--- src/hdl/sm3_pkg.sv ---
// Shared types, constants and round functions for the SM3 hash engine.
package sm3_pkg;

  typedef struct packed {
    logic [31:0] data_word;
    logic [2:0]  byte_count;
    logic        last_word;
  } msg_item_t;

  typedef struct packed {
    logic [31:0] digest_word;
    logic [2:0]  word_index;
    logic        digest_done;
  } digest_item_t;

  typedef enum logic [1:0] {
    ST_IDLE,
    ST_PAD,
    ST_COMPRESS,
    ST_OUT
  } state_t;

  typedef enum logic [2:0] {
    PH_NONE,
    PH_MARK,
    PH_ZERO,
    PH_LO,
    PH_DONE
  } pad_phase_t;

  localparam logic [31:0] TJ_LOW   = 32'h79cc4519;
  localparam logic [31:0] TJ_HIGH  = 32'h7a879d8a;
  localparam logic [31:0] PAD_WORD = 32'h80000000;
  localparam int unsigned NUM_ROUNDS = 64;

  function automatic logic [31:0] iv_word(input logic [2:0] idx);
    logic [31:0] w;
    case (idx)
      3'd0:    w = 32'h7380166f;
      3'd1:    w = 32'h4914b2b9;
      3'd2:    w = 32'h172442d7;
      3'd3:    w = 32'hda8a0600;
      3'd4:    w = 32'ha96f30bc;
      3'd5:    w = 32'h163138aa;
      3'd6:    w = 32'he38dee4d;
      default: w = 32'hb0fb0e4e;
    endcase
    return w;
  endfunction

  // Shift by 32 yields zero, so a rotation by zero is the identity.
  function automatic logic [31:0] rol32(input logic [31:0] x, input logic [4:0] n);
    logic [5:0] m;
    m = 6'd32 - {1'b0, n};
    return (x << n) | (x >> m);
  endfunction

  function automatic logic [31:0] perm0(input logic [31:0] x);
    return x ^ rol32(x, 5'd9) ^ rol32(x, 5'd17);
  endfunction

  function automatic logic [31:0] perm1(input logic [31:0] x);
    return x ^ rol32(x, 5'd15) ^ rol32(x, 5'd23);
  endfunction

endpackage

--- src/hdl/sm3_hash_engine.sv ---
// SM3 hash engine: word intake, padding, round sequencer and digest output.
//
// Message words enter on the msg channel (msg_valid / msg_stall / msg), first
// byte in bits 31..24. A word with last_word set closes the message; its
// byte_count (0..4, larger taken as 4) gives the valid leading bytes.
// Every 16 words the engine runs one SM3 compression: 64 rounds, one round
// per cycle, with the message expansion computed alongside from a 16-word
// sliding window. msg_stall is high while padding, compressing or emitting.
// A non-last word that completes a block is followed by one compression.
// The last word is followed by its padding words and by one or two
// compressions, then the eight digest words appear on the digest channel
// (digest_valid / digest_stall / digest), one per cycle when not stalled,
// index 0 first, digest_done on index 7.
// While digest_stall is high the current digest item holds.
// After the eighth word the chaining value, bit length and fill count return
// to their initial values for the next message.
// Reset (rst, synchronous) loads the SM3 initial value and clears the length
// and fill count; msg_stall is low in reset, so the engine is ready as soon as reset drops.
module sm3_hash_engine
  import sm3_pkg::*;
(
  input  logic         clk,
  input  logic         rst,
  input  logic         msg_valid,
  output logic         msg_stall,
  input  msg_item_t    msg,
  output logic         digest_valid,
  input  logic         digest_stall,
  output digest_item_t digest
);

  state_t      state, state_next;
  pad_phase_t  phase, phase_next;
  logic [3:0]  fill;
  logic [63:0] bit_length, bit_length_next;
  logic [5:0]  round;
  logic [2:0]  out_idx;
  logic [31:0] v [8];
  logic [31:0] r [8];
  logic [31:0] win [16];

  logic        push;
  logic [31:0] push_word;
  logic        msg_accept, digest_accept;
  logic [2:0]  cnt;
  logic [31:0] keep, mark;

  logic [31:0] tj, a12, ss1, ss2, ff, gg, tt1, tt2, w_new;
  logic [31:0] r_next [8];

  assign msg_stall     = (state != ST_IDLE);
  assign msg_accept    = msg_valid && !msg_stall;
  assign digest_valid  = (state == ST_OUT);
  assign digest_accept = digest_valid && !digest_stall;

  assign digest.digest_word = v[out_idx];
  assign digest.word_index  = out_idx;
  assign digest.digest_done = (out_idx == 3'd7);

  assign cnt = (msg.byte_count > 3'd4) ? 3'd4 : msg.byte_count;

  always_comb begin
    case (cnt)
      3'd0: begin keep = 32'h00000000; mark = 32'h80000000; end
      3'd1: begin keep = 32'hff000000; mark = 32'h00800000; end
      3'd2: begin keep = 32'hffff0000; mark = 32'h00008000; end
      3'd3: begin keep = 32'hffffff00; mark = 32'h00000080; end
      default: begin keep = 32'hffffffff; mark = 32'h00000000; end
    endcase
  end

  // one round of the compression and one new expanded word
  always_comb begin
    tj  = (round[5:4] == 2'b00) ? TJ_LOW : TJ_HIGH;
    a12 = rol32(r[0], 5'd12);
    ss1 = rol32(a12 + r[4] + rol32(tj, round[4:0]), 5'd7);
    ss2 = ss1 ^ a12;
    if (round[5:4] == 2'b00) begin
      ff = r[0] ^ r[1] ^ r[2];
      gg = r[4] ^ r[5] ^ r[6];
    end else begin
      ff = (r[0] & r[1]) | (r[0] & r[2]) | (r[1] & r[2]);
      gg = (r[4] & r[5]) | (~r[4] & r[6]);
    end
    tt1 = ff + r[3] + ss2 + (win[0] ^ win[4]);
    tt2 = gg + r[7] + ss1 + win[0];
    r_next[0] = tt1;
    r_next[1] = r[0];
    r_next[2] = rol32(r[1], 5'd9);
    r_next[3] = r[2];
    r_next[4] = perm0(tt2);
    r_next[5] = r[4];
    r_next[6] = rol32(r[5], 5'd19);
    r_next[7] = r[6];
    w_new = perm1(win[0] ^ win[7] ^ rol32(win[13], 5'd15))
            ^ rol32(win[3], 5'd7) ^ win[10];
  end

  always_comb begin
    state_next      = state;
    phase_next      = phase;
    bit_length_next = bit_length;
    push            = 1'b0;
    push_word       = '0;
    case (state)
      ST_IDLE: begin
        if (msg_accept) begin
          push = 1'b1;
          if (!msg.last_word) begin
            push_word       = msg.data_word;
            bit_length_next = bit_length + 64'd32;
          end else begin
            bit_length_next = bit_length + {58'd0, cnt, 3'b000};
            push_word       = (msg.data_word & keep) | mark;
            phase_next      = (cnt == 3'd4) ? PH_MARK : PH_ZERO;
          end
          if (fill == 4'd15) begin
            state_next = ST_COMPRESS;
          end else if (msg.last_word) begin
            state_next = ST_PAD;
          end
        end
      end
      ST_PAD: begin
        push = 1'b1;
        case (phase)
          PH_MARK: begin
            push_word  = PAD_WORD;
            phase_next = PH_ZERO;
          end
          PH_ZERO: begin
            if (fill == 4'd14) begin
              push_word  = bit_length[63:32];
              phase_next = PH_LO;
            end
          end
          PH_LO: begin
            push_word  = bit_length[31:0];
            phase_next = PH_DONE;
          end
          default: push = 1'b0;
        endcase
        if (fill == 4'd15) begin
          state_next = ST_COMPRESS;
        end
      end
      ST_COMPRESS: begin
        if (round == 6'(NUM_ROUNDS - 1)) begin
          if (phase == PH_DONE) begin
            state_next = ST_OUT;
          end else if (phase == PH_NONE) begin
            state_next = ST_IDLE;
          end else begin
            state_next = ST_PAD;
          end
        end
      end
      ST_OUT: begin
        if (digest_accept && out_idx == 3'd7) begin
          state_next      = ST_IDLE;
          phase_next      = PH_NONE;
          bit_length_next = '0;
        end
      end
      default: state_next = ST_IDLE;
    endcase
  end

  always_ff @(posedge clk) begin
    if (rst) begin
      state      <= ST_IDLE;
      phase      <= PH_NONE;
      fill       <= '0;
      bit_length <= '0;
      round      <= '0;
      out_idx    <= '0;
      for (int i = 0; i < 8; i++) begin
        v[i] <= iv_word(3'(i));
      end
    end else begin
      state      <= state_next;
      phase      <= phase_next;
      bit_length <= bit_length_next;
      if (push) begin
        fill <= fill + 4'd1;
        if (fill == 4'd15) begin
          round <= '0;
        end
      end
      if (state == ST_COMPRESS) begin
        round <= round + 6'd1;
        if (round == 6'(NUM_ROUNDS - 1)) begin
          for (int i = 0; i < 8; i++) begin
            v[i] <= v[i] ^ r_next[i];
          end
        end
      end
      if (digest_accept) begin
        out_idx <= out_idx + 3'd1;
        if (out_idx == 3'd7) begin
          for (int i = 0; i < 8; i++) begin
            v[i] <= iv_word(3'(i));
          end
        end
      end
    end
  end

  // message window and working registers
  always_ff @(posedge clk) begin
    if (push) begin
      for (int i = 0; i < 15; i++) begin
        win[i] <= win[i + 1];
      end
      win[15] <= push_word;
      if (fill == 4'd15) begin
        for (int i = 0; i < 8; i++) begin
          r[i] <= v[i];
        end
      end
    end else if (state == ST_COMPRESS) begin
      for (int i = 0; i < 15; i++) begin
        win[i] <= win[i + 1];
      end
      win[15] <= w_new;
      for (int i = 0; i < 8; i++) begin
        r[i] <= r_next[i];
      end
    end
  end

  a_out_blocks_in: assert property (@(posedge clk) disable iff (rst)
    digest_valid |-> msg_stall)
    else $error("input taken while digest pending");

  a_out_block_empty: assert property (@(posedge clk) disable iff (rst)
    digest_valid |-> (fill == 4'd0 && phase == PH_DONE))
    else $error("digest shown with partial block");

  a_compress_ends: assert property (@(posedge clk) disable iff (rst)
    (state == ST_COMPRESS && round == 6'(NUM_ROUNDS - 1)) |=> state != ST_COMPRESS)
    else $error("compression ran past last round");

  a_compress_starts: assert property (@(posedge clk) disable iff (rst)
    (state != ST_COMPRESS && state_next == ST_COMPRESS) |-> (push && fill == 4'd15))
    else $error("compression started without a full block");

  a_digest_end: assert property (@(posedge clk) disable iff (rst)
    (digest_accept && out_idx == 3'd7) |=> (state == ST_IDLE && bit_length == 64'd0))
    else $error("engine not back to idle after digest");

endmodule

--- config.mk ---
export PLATFORM = sky130hd
export DESIGN_NAME = sm3_hash_engine
export DESIGN_NICKNAME = d
export VERILOG_FILES = /design/src/hdl/sm3_pkg.sv /design/src/hdl/sm3_hash_engine.sv
export SDC_FILE = /design/constraint.sdc
export NUM_CORES = 2
export LEC_CHECK = 0
export BUFFER_PORTS_ARGS = -buffer_cell sky130_fd_sc_hd__buf_2
export CORE_ASPECT_RATIO = 1.5
export CORE_MARGIN = 3
export CORE_UTILIZATION = 58
export CTS_CLUSTER_SIZE = 16
export DETAILED_ROUTE_END_ITERATION = 7
export PLACE_DENSITY = 0.77
export SYNTH_ARGS = -nofsm -noshare
export SYNTH_HDL_FRONTEND = slang
export SYNTH_SLANG_ARGS = --single-unit
--- constraint.sdc ---
create_clock -name clk -period 12.9 [get_ports clk]
set_clock_uncertainty 0.05 [all_clocks]
set_input_delay 0.645 -clock clk [delete_from_list [all_inputs] [get_ports clk]]
set_output_delay 0.645 -clock clk [all_outputs]
set_load 0.01 [all_outputs]
==> out/metrics.cfg <==
[grt]
antenna_found_initial=3
grt_use_total_pct=36.31
grt_pass1_vias=38820
grt_start_max_net_pins=185
grt_pass1_wl_um=271900
grt-ovfl-total=0

[cts]
ctsResizeCount=0
cts_htree_levels=3
clkSinkCount=1106
postCtsSetupRepairBufs=0
holdBufCountCts=0
cts_buffer_depth=3
cts_tree=built
cts_made_buffers=102
cts_root_buf=clkbuf_16
clkTransAtPathRegs_ns=0.07
clkLatencyLatePin_ns=0.73

[placement]
gp_congestion=1.062
port_buffers=77
place_ws_ns=1.811
dpl.hpwl_um=142200

[detailed_routing]
vias_per_cell=6.348
post_drt_wl_per_cell_um=30.75
wl_um=191200
firstDrtPassIters=6
antenna_left=0
vias=39480
first_iter_violations=3865
drc=0

[floorplanning]
core_area_um2=100400
die_y_um=396.6
die_w_um=266.4
rows=142
die_area_um2=105700
start_util_pct=58.78
ios=78

[worst_setup_path]
r2r_start=round[0]$_SDFFE_PP0P_
arrival_ns=11.75
path_max_fanout=50
slowest_stage=ha_1
crit_required_ns=13.28
slowest_delay_ns=1.14
crit_path_start_kind=register
ff2ff_setup_slack_ns=1.53
critPathCaptureType=register
critical_path_class=register to register
rr_worst_depth=32
worstReg2RegEnd=r[2][28]$_DFFE_PP_

[timing]
finalCritPeriodShare_pct=88.11
rsz0062_at_grt=false
hold_viol=0
final.setup.worst_slack_ns=1.534
hold_slack_ns=0.1939
worstMarginPinSlew_ns=1.344
finalMaxSlewViolations=0
setup_viol=0
fin_crit_ns=11.37
relSlewSlack_pct=9.765
fin_setup_tns_ns=0
max_freq_ghz=0.08798

[synth]
synth-seq-cells=1106
syn-cell-area_um2=59010
synth_async_sr_flop_share_pct=0
ys_seq_area_share_pct=52.72
synth-edff-count=896
synth_fp_nets=5138
yosysWarningCount=0
yosysTopAreaCellShare_pct=45.60
yosys-top-cells-area=edfxtp_1 46%, dfxtp_1 7.1%, xnor2_1 6.8%, fa_1 6.4%, mux2_2 5.2%
synth_ff_type=edfxtp_1
synth_top_cell_by_area=edfxtp_1
synthCells=4797
synth.avg_cell_area_um2=12.30
synthDistinctLibCells=104

[final_layout]
fin_nets=5178
syn_to_final_growth_pct=8.776
drive_gt1_share_pct=13.92

[min_path]
whs_path_depth=3
hold_class=primary input to register
min_from=msg[34]
min_to=win[7][62]$_DFFE_PP_

[run]
drv_cap=0

[outcome]
outcome=finished, final reports clean

## critical path: cells and delay by family, from the launching register on
family	cells	cell delay (ns)
xor+xnor	3	1.37
fa+ha+maj	6	3.39
buf+inv	5	1.50
mux	1	0.28
compound gates	15	3.52
simple gates	2	0.61
flops	1	0.31
## Yosys cell counts (27+ instances only)
cell / count
a31oi_1: 34
xor2_1: 191
dfxtp_1: 210
mux2i_1: 48
nand2_1: 345
nor2_1: 369
a21oi_1: 262
a211oi_1: 27
and3_1: 80
a22oi_1: 62
mux4_2: 65
o21ai_0: 253
buf_1: 27
mux2_2: 270
ha_1: 112
nand3_1: 53
xnor2_1: 457
clkbuf_1: 162
fa_1: 189
or3_1: 35
edfxtp_1: 896
a21o_1: 50
inv_1: 256
nor3_1: 32
## kinds of logic (layout without fill, tap and decap cells)
kind of cell / count (synthesis) / count (layout) / synth area share, %
buf+inv: 455 / 579 / 2.930
other cells: 0 / 2 / 0
compound gates: 855 / 855 / 8.902
xor+xnor: 666 / 666 / 10.33
fa+ha+maj: 303 / 303 / 8.821
simple gates: 1029 / 1029 / 7.850
flops: 1106 / 1106 / 52.72
mux: 383 / 383 / 8.448
## registers in the layout (all words and copies together), names as in the netlist, named ones only
| name | cells |
|---|---|
| round | 6 |
| state | 2 |
| win | 512 |
| r | 256 |
| v | 256 |
| phase | 3 |
| bit_length | 61 |
| fill | 4 |
| out_idx | 3 |
## placed cells by master, fill, tap and decap left out, types with 35 or more instances in the layout
cell type | synthesis | final
buf_2 | 5 | 77
inv_1 | 256 | 255
fa_1 | 189 | 189
o21ai_0 | 253 | 253
nand3_1 | 53 | 53
and3_1 | 80 | 80
xor2_1 | 191 | 191
clkbuf_16 | 0 | 103
ha_1 | 112 | 111
edfxtp_1 | 896 | 896
mux2_2 | 270 | 270
mux2i_1 | 48 | 48
xnor2_1 | 457 | 456
or3_1 | 35 | 35
dfxtp_1 | 210 | 207
nor2_1 | 369 | 365
nand2_1 | 345 | 341
mux4_2 | 65 | 65
a21oi_1 | 262 | 261
a22oi_1 | 62 | 62
a21o_1 | 50 | 48
buf_4 | 2 | 54
## how the worst max path moves through the flow
stage / startpoint / to / slack [ns] / cells past startpoint
CTS: round[0]$_SDFFE_PP0P_ / r[0][30]$_DFFE_PP_ / 1.75 / 36
finish: round[0]$_SDFFE_PP0P_ / r[2][28]$_DFFE_PP_ / 1.53 / 32
detailed placement: round[0]$_SDFFE_PP0P_ / r[0][30]$_DFFE_PP_ / 1.81 / 36
floorplan: round[4]$_SDFFE_PP0P_ / r[0][30]$_DFFE_PP_ / 3.21 / 43
global placement: round[0]$_SDFFE_PP0P_ / r[0][30]$_DFFE_PP_ / 1.83 / 37
global route: round[0]$_SDFFE_PP0P_ / r[0][30]$_DFFE_PP_ / 0.83 / 37
## per-layer routing
layer,track usage (%),vias to the layer above,routed length (um)
li1,-,17230,-
met2,59.81,1890,92290
met3,6.131,550,13060
met4,29.73,4,19350
met1,41.69,19800,66520
met5,0,-,23
## cell type report
type | count | area [um2]
diodes | 2 | 5.005
clock buffers | 129 | 2735
clock inverters | 59 | 625.6
fillers | 7469 | 36200
inverters | 258 | 970.9
multi-input cells | 3236 | 26280
flip-flops and latches | 1106 | 31120
well taps | 1296 | 1622
repair buffers | 133 | 830.8
## metrics by stage
step	util, %	instance area, um2	cells
5_1_grt	63.93	64180	6217
3_5_place_dp	60.59	60820	6029
4_1_cts	63.93	64180	6217
2_1_floorplan	-	59010	4797
6_report	63.94	64190	6219
3_3_place_gp	60.59	60820	6029
Power is left out: the tool's default activity adds up to more than one toggle a clock period on the data nets, which glitch-free logic cannot reach.
